`config.mk`:
```
export PLATFORM = sky130hd
export DESIGN_NAME = scvg_expand
export DESIGN_NICKNAME = d
export VERILOG_FILES = /design/src/design/scvg_pkg.sv /design/src/design/scvg_expand.sv
export SDC_FILE = /design/constraint.sdc
export NUM_CORES = 1
export LEC_CHECK = 0
export BUFFER_PORTS_ARGS = -buffer_cell sky130_fd_sc_hd__buf_4
export CAP_MARGIN = 5
export CORE_ASPECT_RATIO = 0.7
export CORE_MARGIN = 2
export CORE_UTILIZATION = 61
export CTS_CLUSTER_SIZE = 30
export DETAILED_ROUTE_END_ITERATION = 8
export PLACE_DENSITY = 0.93
export SLEW_MARGIN = 15
export SYNTH_ARGS = -nofsm -noshare
export SYNTH_HDL_FRONTEND = slang
export SYNTH_SLANG_ARGS = --single-unit
```
`constraint.sdc`:
```
create_clock -name clk -period 8.6 [get_ports clk]
set_input_delay 2.58 -clock clk [delete_from_list [all_inputs] [get_ports clk]]
set_output_delay 2.58 -clock clk [all_outputs]
set_load 0.02 [all_outputs]
```
`src/design/scvg_pkg.sv`:
```
// Shared types, constants and helpers of the sphere cell vertex generator.
`default_nettype none
package scvg_pkg;

    localparam int INDEX_BITS   = 10;
    localparam int PHASE_BITS   = 16;
    localparam int CORDIC_ITERS = 28;
    localparam int CW           = 34;   // CORDIC datapath width
    localparam int SW           = 33;   // sine / cosine result width
    localparam int CFG_IDX_BITS = 3;

    // Keep the top PHASE_BITS of the 16-bit phase, clear the rest.
    localparam logic [15:0] PHASE_KEEP = (PHASE_BITS >= 16) ? 16'hFFFF :
        16'(17'h10000 - (17'd1 << (16 - PHASE_BITS)));

    localparam logic signed [CW-1:0] CORDIC_X0 = CW'(652032874);

    localparam logic signed [CW-1:0] ATAN_TURNS [CORDIC_ITERS] = '{
        CW'(536870912), CW'(316933406), CW'(167458907), CW'(85004756),
        CW'(42667331), CW'(21354465), CW'(10679838), CW'(5340245),
        CW'(2670163), CW'(1335087), CW'(667544), CW'(333772), CW'(166886),
        CW'(83443), CW'(41722), CW'(20861), CW'(10430), CW'(5215), CW'(2608),
        CW'(1304), CW'(652), CW'(326), CW'(163), CW'(81), CW'(41), CW'(20),
        CW'(10), CW'(5)
    };

    localparam logic [CFG_IDX_BITS-1:0] REG_RADIUS   = 3'd0;
    localparam logic [CFG_IDX_BITS-1:0] REG_CENTER_X = 3'd1;
    localparam logic [CFG_IDX_BITS-1:0] REG_CENTER_Y = 3'd2;
    localparam logic [CFG_IDX_BITS-1:0] REG_CENTER_Z = 3'd3;
    localparam logic [CFG_IDX_BITS-1:0] REG_THETA_ST = 3'd4;
    localparam logic [CFG_IDX_BITS-1:0] REG_PHI_ST   = 3'd5;

    localparam logic [1:0] CORNER_00 = 2'd0;
    localparam logic [1:0] CORNER_10 = 2'd1;
    localparam logic [1:0] CORNER_01 = 2'd2;
    localparam logic [1:0] CORNER_11 = 2'd3;

    typedef struct packed {
        logic [INDEX_BITS-1:0] theta_index;
        logic [INDEX_BITS-1:0] phi_index;
    } in_item_t;

    typedef struct packed {
        logic signed [31:0] vertex_x;
        logic signed [31:0] vertex_y;
        logic signed [31:0] vertex_z;
        logic [1:0]         corner_code;
        logic               last_vertex;
    } out_item_t;

    typedef struct packed {
        logic [1:0] corner_code;
        logic       last_vertex;
    } meta_t;

    typedef struct packed {
        logic [31:0] theta_angle;
        logic [31:0] phi_angle;
        meta_t       meta;
    } beat_t;

    typedef struct packed {
        logic signed [SW-1:0] st;
        logic signed [SW-1:0] ct;
        logic signed [SW-1:0] sp;
        logic signed [SW-1:0] cp;
        meta_t                meta;
    } trig_t;

    // Corner visited on each of the six beats of a cell: 00,10,01,01,10,11.
    function automatic meta_t beat_meta(input logic [2:0] beat);
        meta_t m;
        m.last_vertex = 1'b0;
        unique case (beat)
            3'd0:    m.corner_code = CORNER_00;
            3'd1:    m.corner_code = CORNER_10;
            3'd2:    m.corner_code = CORNER_01;
            3'd3:    m.corner_code = CORNER_01;
            3'd4:    m.corner_code = CORNER_10;
            3'd5:
            begin
                m.corner_code = CORNER_11;
                m.last_vertex = 1'b1;
            end
            default: m.corner_code = CORNER_00;
        endcase
        return m;
    endfunction

endpackage
`default_nettype wire

```
`src/design/scvg_expand.sv`:
```
// Cell expander: holds one cell and issues its six corner beats with angles.
`default_nettype none
module scvg_expand
    import scvg_pkg::*;
(
    input  wire logic        clk,
    input  wire logic        rst_n,
    input  wire logic        adv,
    input  wire logic        in_valid,
    output logic             in_ready,
    input  wire in_item_t    in_data,
    input  wire logic [15:0] theta_step,
    input  wire logic [15:0] phi_step,
    output logic             beat_valid,
    output beat_t            beat
);

    logic       busy_reg, busy_next;
    logic [2:0] cnt_reg, cnt_next;
    in_item_t   item_reg;
    logic       bvalid_reg;
    beat_t      beat_reg, beat_next;

    meta_t                   m;
    logic [INDEX_BITS:0]     t_idx, p_idx;
    logic [INDEX_BITS+16:0]  t_prod, p_prod;
    logic                    last_beat, accept;

    always_comb
    begin
        m      = beat_meta(cnt_reg);
        t_idx  = {1'b0, item_reg.theta_index} + (INDEX_BITS+1)'(m.corner_code[0]);
        p_idx  = {1'b0, item_reg.phi_index} + (INDEX_BITS+1)'(m.corner_code[1]);
        t_prod = (INDEX_BITS+17)'(t_idx) * (INDEX_BITS+17)'(theta_step);
        p_prod = (INDEX_BITS+17)'(p_idx) * (INDEX_BITS+17)'(phi_step);
        beat_next.theta_angle = {t_prod[15:0] & PHASE_KEEP, 16'h0000};
        beat_next.phi_angle   = {p_prod[15:0] & PHASE_KEEP, 16'h0000};
        beat_next.meta        = m;
    end

    assign last_beat = adv && busy_reg && (cnt_reg == 3'd5);
    assign in_ready  = !busy_reg || last_beat;
    assign accept    = in_valid && in_ready;

    always_comb
    begin
        busy_next = busy_reg;
        cnt_next  = cnt_reg;
        if (adv && busy_reg)
        begin
            cnt_next = cnt_reg + 3'd1;
            if (last_beat)
            begin
                busy_next = 1'b0;
                cnt_next  = 3'd0;
            end
        end
        if (accept)
        begin
            busy_next = 1'b1;
            cnt_next  = 3'd0;
        end
    end

    always_ff @(posedge clk or negedge rst_n)
    begin
        if (!rst_n)
        begin
            busy_reg   <= 1'b0;
            cnt_reg    <= 3'd0;
            bvalid_reg <= 1'b0;
        end
        else
        begin
            busy_reg <= busy_next;
            cnt_reg  <= cnt_next;
            if (adv)
            begin
                bvalid_reg <= busy_reg;
            end
        end
    end

    always_ff @(posedge clk)
    begin
        if (accept)
        begin
            item_reg <= in_data;
        end
        if (adv)
        begin
            beat_reg <= beat_next;
        end
    end

    assign beat_valid = bvalid_reg;
    assign beat       = beat_reg;

    ap_accept_busy: assert property (@(posedge clk) disable iff (!rst_n)
        accept |=> busy_reg && cnt_reg == 3'd0)
        else $error("cell not held after accept");
    ap_cnt_range: assert property (@(posedge clk) disable iff (!rst_n)
        busy_reg |-> cnt_reg <= 3'd5)
        else $error("beat counter out of range");
    ap_idle_cnt: assert property (@(posedge clk) disable iff (!rst_n)
        !busy_reg |-> cnt_reg == 3'd0)
        else $error("beat counter not cleared when idle");

endmodule
`default_nettype wire

```
Word level (Yosys, flattened, before mapping):

Index checks and enable logic that the tools add are counted.

* output and inout port bits: 69
* word-level logic and storage cells: 37
* register bits: 60

* equal/unequal tests: 5
* reductions and logical operators: 10
* add/sub/neg operators: 3
* multiplexer cells: 8
* multiply operators: 2

Operators by type and width (number)
* 11-bit by 16-bit multiplier with 16-bit output: 2
* 10-bit by 1-bit adder with 11-bit output: 2
* 3-bit two-way mux: 3
* 3-bit by 2-bit == test with 1-bit output (second input constant): 2
* 3-bit == test (second input constant): 2
* 2-bit one-hot mux with 3 select lines: 1
* 1-bit two-way mux: 4
* 2-bit nonzero test: 2
* 2-bit OR reduction: 2
* 3-bit by 1-bit adder with 3-bit output (second input constant): 1
* 3-bit by 1-bit == test with 1-bit output (second input constant): 1
* 1-bit logical AND: 3
* 2-bit AND reduction: 1
* 1-bit zero test: 1
* 1-bit logical OR: 1

Longest topological paths before layout:

* depth after elaboration: 6
* depth in mapped cells: 28
* mapped depth without buffers: 28

Least setup slack after synthesis:

No wires, ideal clock.

* kind: input to register
* start: in phi_step[7]
* end: reg beat_reg (netlist bit beat[34]) (data pin)
* path slack: 1.411 ns
* path buffers: 1
* data required time: 8.341 ns
* arrival: 6.930 ns
* stages on the path: 19
* path through: buf_1 nand2_1 fa_1 fa_1 fa_1 inv_1 fa_1 inv_1 fa_1 inv_1 ha_1 o21a_1 or3_1 o21ai_0 a21oi_1 a21o_1 a21oi_1 o21ai_0 xnor2_1

RTL lines
* start: declaration: RTL line scvg_expand.sv:13 `input wire logic [15:0] phi_step,`
* end signal: assignment: RTL line scvg_expand.sv:92 `beat_reg <= beat_next;`
* end: declaration: RTL line scvg_expand.sv:22 `beat_t beat_reg, beat_next;`

==> metrics.md <==
| Metric | Value |
|---|---|
| Number of primary I/O pins | 125 |
| Synthesized flop and latch total | 60 |
| GR Util met1 | 0.359 |
| Chip Height | 108 µm |
| Worst-skew pair later-pin latency | 330 ps |
| Number of DRC violations after detailed-routing iteration 0 | 423 |
| Dominant synthesized flop cell | sky130_fd_sc_hd__edfxtp_1 |
| Synth Area in XOR/XNOR | 0.0712 |
| Number of hold violations in the final report | 0 |
| End-of-flow core utilization | 0.706 |
| HPWL after detailed placement | 16,300 µm |
| Growth of design area from synthesis to finish | 11.5% |
| Total global routing track utilization | 0.256 |
| Count of unique library cells instantiated by Yosys | 46 |
| Crit-path max FO | 8 |
| Placed standard-cell area | ~10,000 µm² |
| Setup slack on the worst flop-to-flop path | between 1500 and 2000 ps |
| Instance count along the most critical hold path | 1 |
| Grt ovf | 0 |
| Adder-cell area share of the yosys netlist | 0.419 |
| Yosys synthesis warning count | 0 |
| Synth Area in Simple Gates | 0.161 |
| Wire length of the first global-routing pass | 33,300 µm |
| Max Transition Viols Final | 0 |
| Unrepaired setup endpoints after global routing | false |
| Commonest cells after routing, fill and taps aside | sky130_fd_sc_hd__inv_1 (211), sky130_fd_sc_hd__fa_1 (150), sky130_fd_sc_hd__nand2_1 (128) |
| Met3 GRT Util | 0.104 |
| Number of optimization iterations in the first detailed-route pass | 7 |
| # port buffers | 92 |
| Clock edge transition at the registers on the reported setup and hold paths | 50 ps |
| Clock sinks | 60 |
| CTS resizes | 0 |
| Placer's final routability congestion estimate | 0.940 |
| Initial antenna violation count | 0 |
| CTS root buf | sky130_fd_sc_hd__clkbuf_16 |
| Effective utilization at floorplan | 0.633 |
| Final critical-path share of the clock period | 0.825 |
| Max reg flops | 35 |
| Global-route met2 utilization | 0.382 |
| Portion of the post-synthesis area used by sequential elements | 0.188 |
| Number of flops mapped to enable cells by yosys | 55 |
| Remaining design rule violation count | 0 |
| Synthesized instance count | between 900 and 1,000 |
| Pin slew with the least headroom to its limit | 1110 ps |
| Number of buffers created by CTS | 9 |
| Avg Vias per Cell | 5.20 |
| Fillers | 1,062 |
| Leading cell type in the layout, fill and taps excluded | sky130_fd_sc_hd__inv_1 |
| Net count of the finished layout | 1,337 |
| CTS max path bufs | 2 |
| H-tree depth | 3 |
| Highest-utilization routing layer at the global route stage | met2 |
| Startpoint type of the worst setup path | flip-flop |
| Multiplexer area fraction after synthesis | 0.00650 |
| Outcome | finished, final reports clean |
| Maximum number of pins on one net before global-route repair | 42 |
| Antenna diode instance count | 0 |
| Routed wire length per instance | roughly 16 µm |
| Filler-free cell count of the finished design | between 1,000 and 1,500 |
| Core Rows | 37 |
| Die footprint | 16,500 µm² |
| Worst reg2reg path depth | 23 |
| Number of cells in the design after placement | ~1,200 |
| Max-cap check violation count | 0 |
| Min-delay src | busy_reg |
| Main combinational cell family by area after synthesis | adder cells |
| Capture endpoint of the worst hold path | cnt_reg[2] |
| Clock tree from TritonCTS | yes |
| Finish-stage setup viols | 0 |
| Share of flip-flops with an asynchronous set or reset after synthesis | 0.0833 |
| Compound-Gate Fraction of Synth Area | 0.0322 |
| CP Class | flip-flop to flip-flop |
| Worst endpoint data arrival time | 7170 ps |
| Data required, critical path | roughly 8700 ps |
| Average footprint of a synthesized cell | 9.64 µm² |
| Worst clock skew on the final layout | between 10 and 15 ps |
| Die Span X | approximately 150 µm |
| Hold-fix buffers, CTS | 0 |
| Hold/Removal Path Class | flip-flop to flip-flop |
| Ratio of cells with drive above 1 in the final layout | 0.118 |
| Core area | 14,900 µm² |
| Number of global-route vias before repair | 6,776 |
| Start of the worst register-to-register path | cnt_reg[1] |
| Worst slew margin | 0.253 |
| DR vias | 6,527 |
| Crit path capture type | flip-flop |
| Post-synthesis cell area | 9440 µm² |
| Maximum clock rate | around 0.14 GHz |
| Post-DRT Antenna Nets | 0 |
| Total wire length | 19,900 µm |
| Post-CTS setup-driven buffer insertion count | 0 |
| Minimum clock period | around 7100 ps |
| Sum of negative setup slack | 0 ps |
| Capture instance of the worst register-to-register path | beat[34] |
| Fin area | 10,500 µm² |
[kinds of logic after synthesis]
family	Yosys count
other cells	1
mux	6
simple gates	295
fa+ha+maj	226
xor+xnor	71
flops	60
buf+inv	274
compound gates	46
[through the flow]
step                hold WS, ps  worst slack [ps]
finish                      543              1500
global route                566              1240
CTS                         540              1590
detailed placement          533              1240
global placement            519              1340
floorplan                   509              1410
[area by class of cell]
| class | count | area, µm² | area share |
|---|---|---|---|
| multi-input combinational | 676 | 6650 | 0.632 |
| sequential | 60 | 1780 | 0.169 |
| inverter | 211 | 792 | 0.0753 |
| timing repair buffer | 98 | 736 | 0.0699 |
| clock buffer | 12 | 256 | 0.0244 |
| tap | 195 | 244 | 0.0232 |
| clock inverter | 4 | 72.6 | 0.00690 |
[routing by layer]
| layer | share of wire | wire length [µm] |
|---|---|---|
| met2 | 0.42 | 8390 |
| met4 | 0.011 | 219 |
| met3 | 0.12 | 2350 |
| met5 | 0 | 0 |
| met1 | 0.45 | 8950 |
[Yosys cell counts (all sizes together), types with 6 or more instances]
library cell | n | share of area
a21oi | 17 | 0.0090
and2 | 108 | 0.072
and3 | 6 | 0.0045
buf | 35 | 0.027
clkbuf | 28 | 0.011
edfxtp | 55 | 0.17
fa | 150 | 0.32
ha | 75 | 0.099
inv | 211 | 0.084
nand2 | 130 | 0.052
nand2b | 6 | 0.0040
nand3 | 7 | 0.0037
nand4 | 7 | 0.0046
nor2 | 6 | 0.0024
nor2b | 16 | 0.011
xnor2 | 58 | 0.055
xor2 | 11 | 0.011
[worst max-delay path by stage]
stage                        startpoint       end  slack (ps)  cells past startpoint
after floorplan             phi_step[7]  beat[34]        1410                     19
after global placement    theta_step[7]  beat[66]        1340                     15
after detailed placement  theta_step[5]  beat[66]        1240                     19
after CTS                 theta_step[4]  beat[66]        1590                     19
after global routing      theta_step[5]  beat[66]        1240                     19
final                        cnt_reg[1]  beat[34]        1500                     23
[worst max-delay path: stages, from the launching register on]
cell and delay [ps]:
sky130_fd_sc_hd__dfrtp_1 390, sky130_fd_sc_hd__inv_1 80, sky130_fd_sc_hd__ha_1 190, sky130_fd_sc_hd__and2_1 190
sky130_fd_sc_hd__a211o_1 320, sky130_fd_sc_hd__ha_1 230, sky130_fd_sc_hd__and3_1 190, sky130_fd_sc_hd__and3_1 210
sky130_fd_sc_hd__xor2_1 640, sky130_fd_sc_hd__nand2_1 160, sky130_fd_sc_hd__fa_1 510, sky130_fd_sc_hd__inv_1 50
sky130_fd_sc_hd__fa_1 530, sky130_fd_sc_hd__inv_1 50, sky130_fd_sc_hd__fa_1 500, sky130_fd_sc_hd__fa_1 530
sky130_fd_sc_hd__fa_1 490, sky130_fd_sc_hd__xnor2_1 160, sky130_fd_sc_hd__xnor2_1 210, sky130_fd_sc_hd__xnor2_1 150
sky130_fd_sc_hd__xnor2_1 160, sky130_fd_sc_hd__xnor2_1 140, sky130_fd_sc_hd__xnor3_1 540, sky130_fd_sc_hd__xnor2_1 180
Power is not shown: default switching activity piles up to over one toggle a cycle in this logic, so the estimate is an artifact.
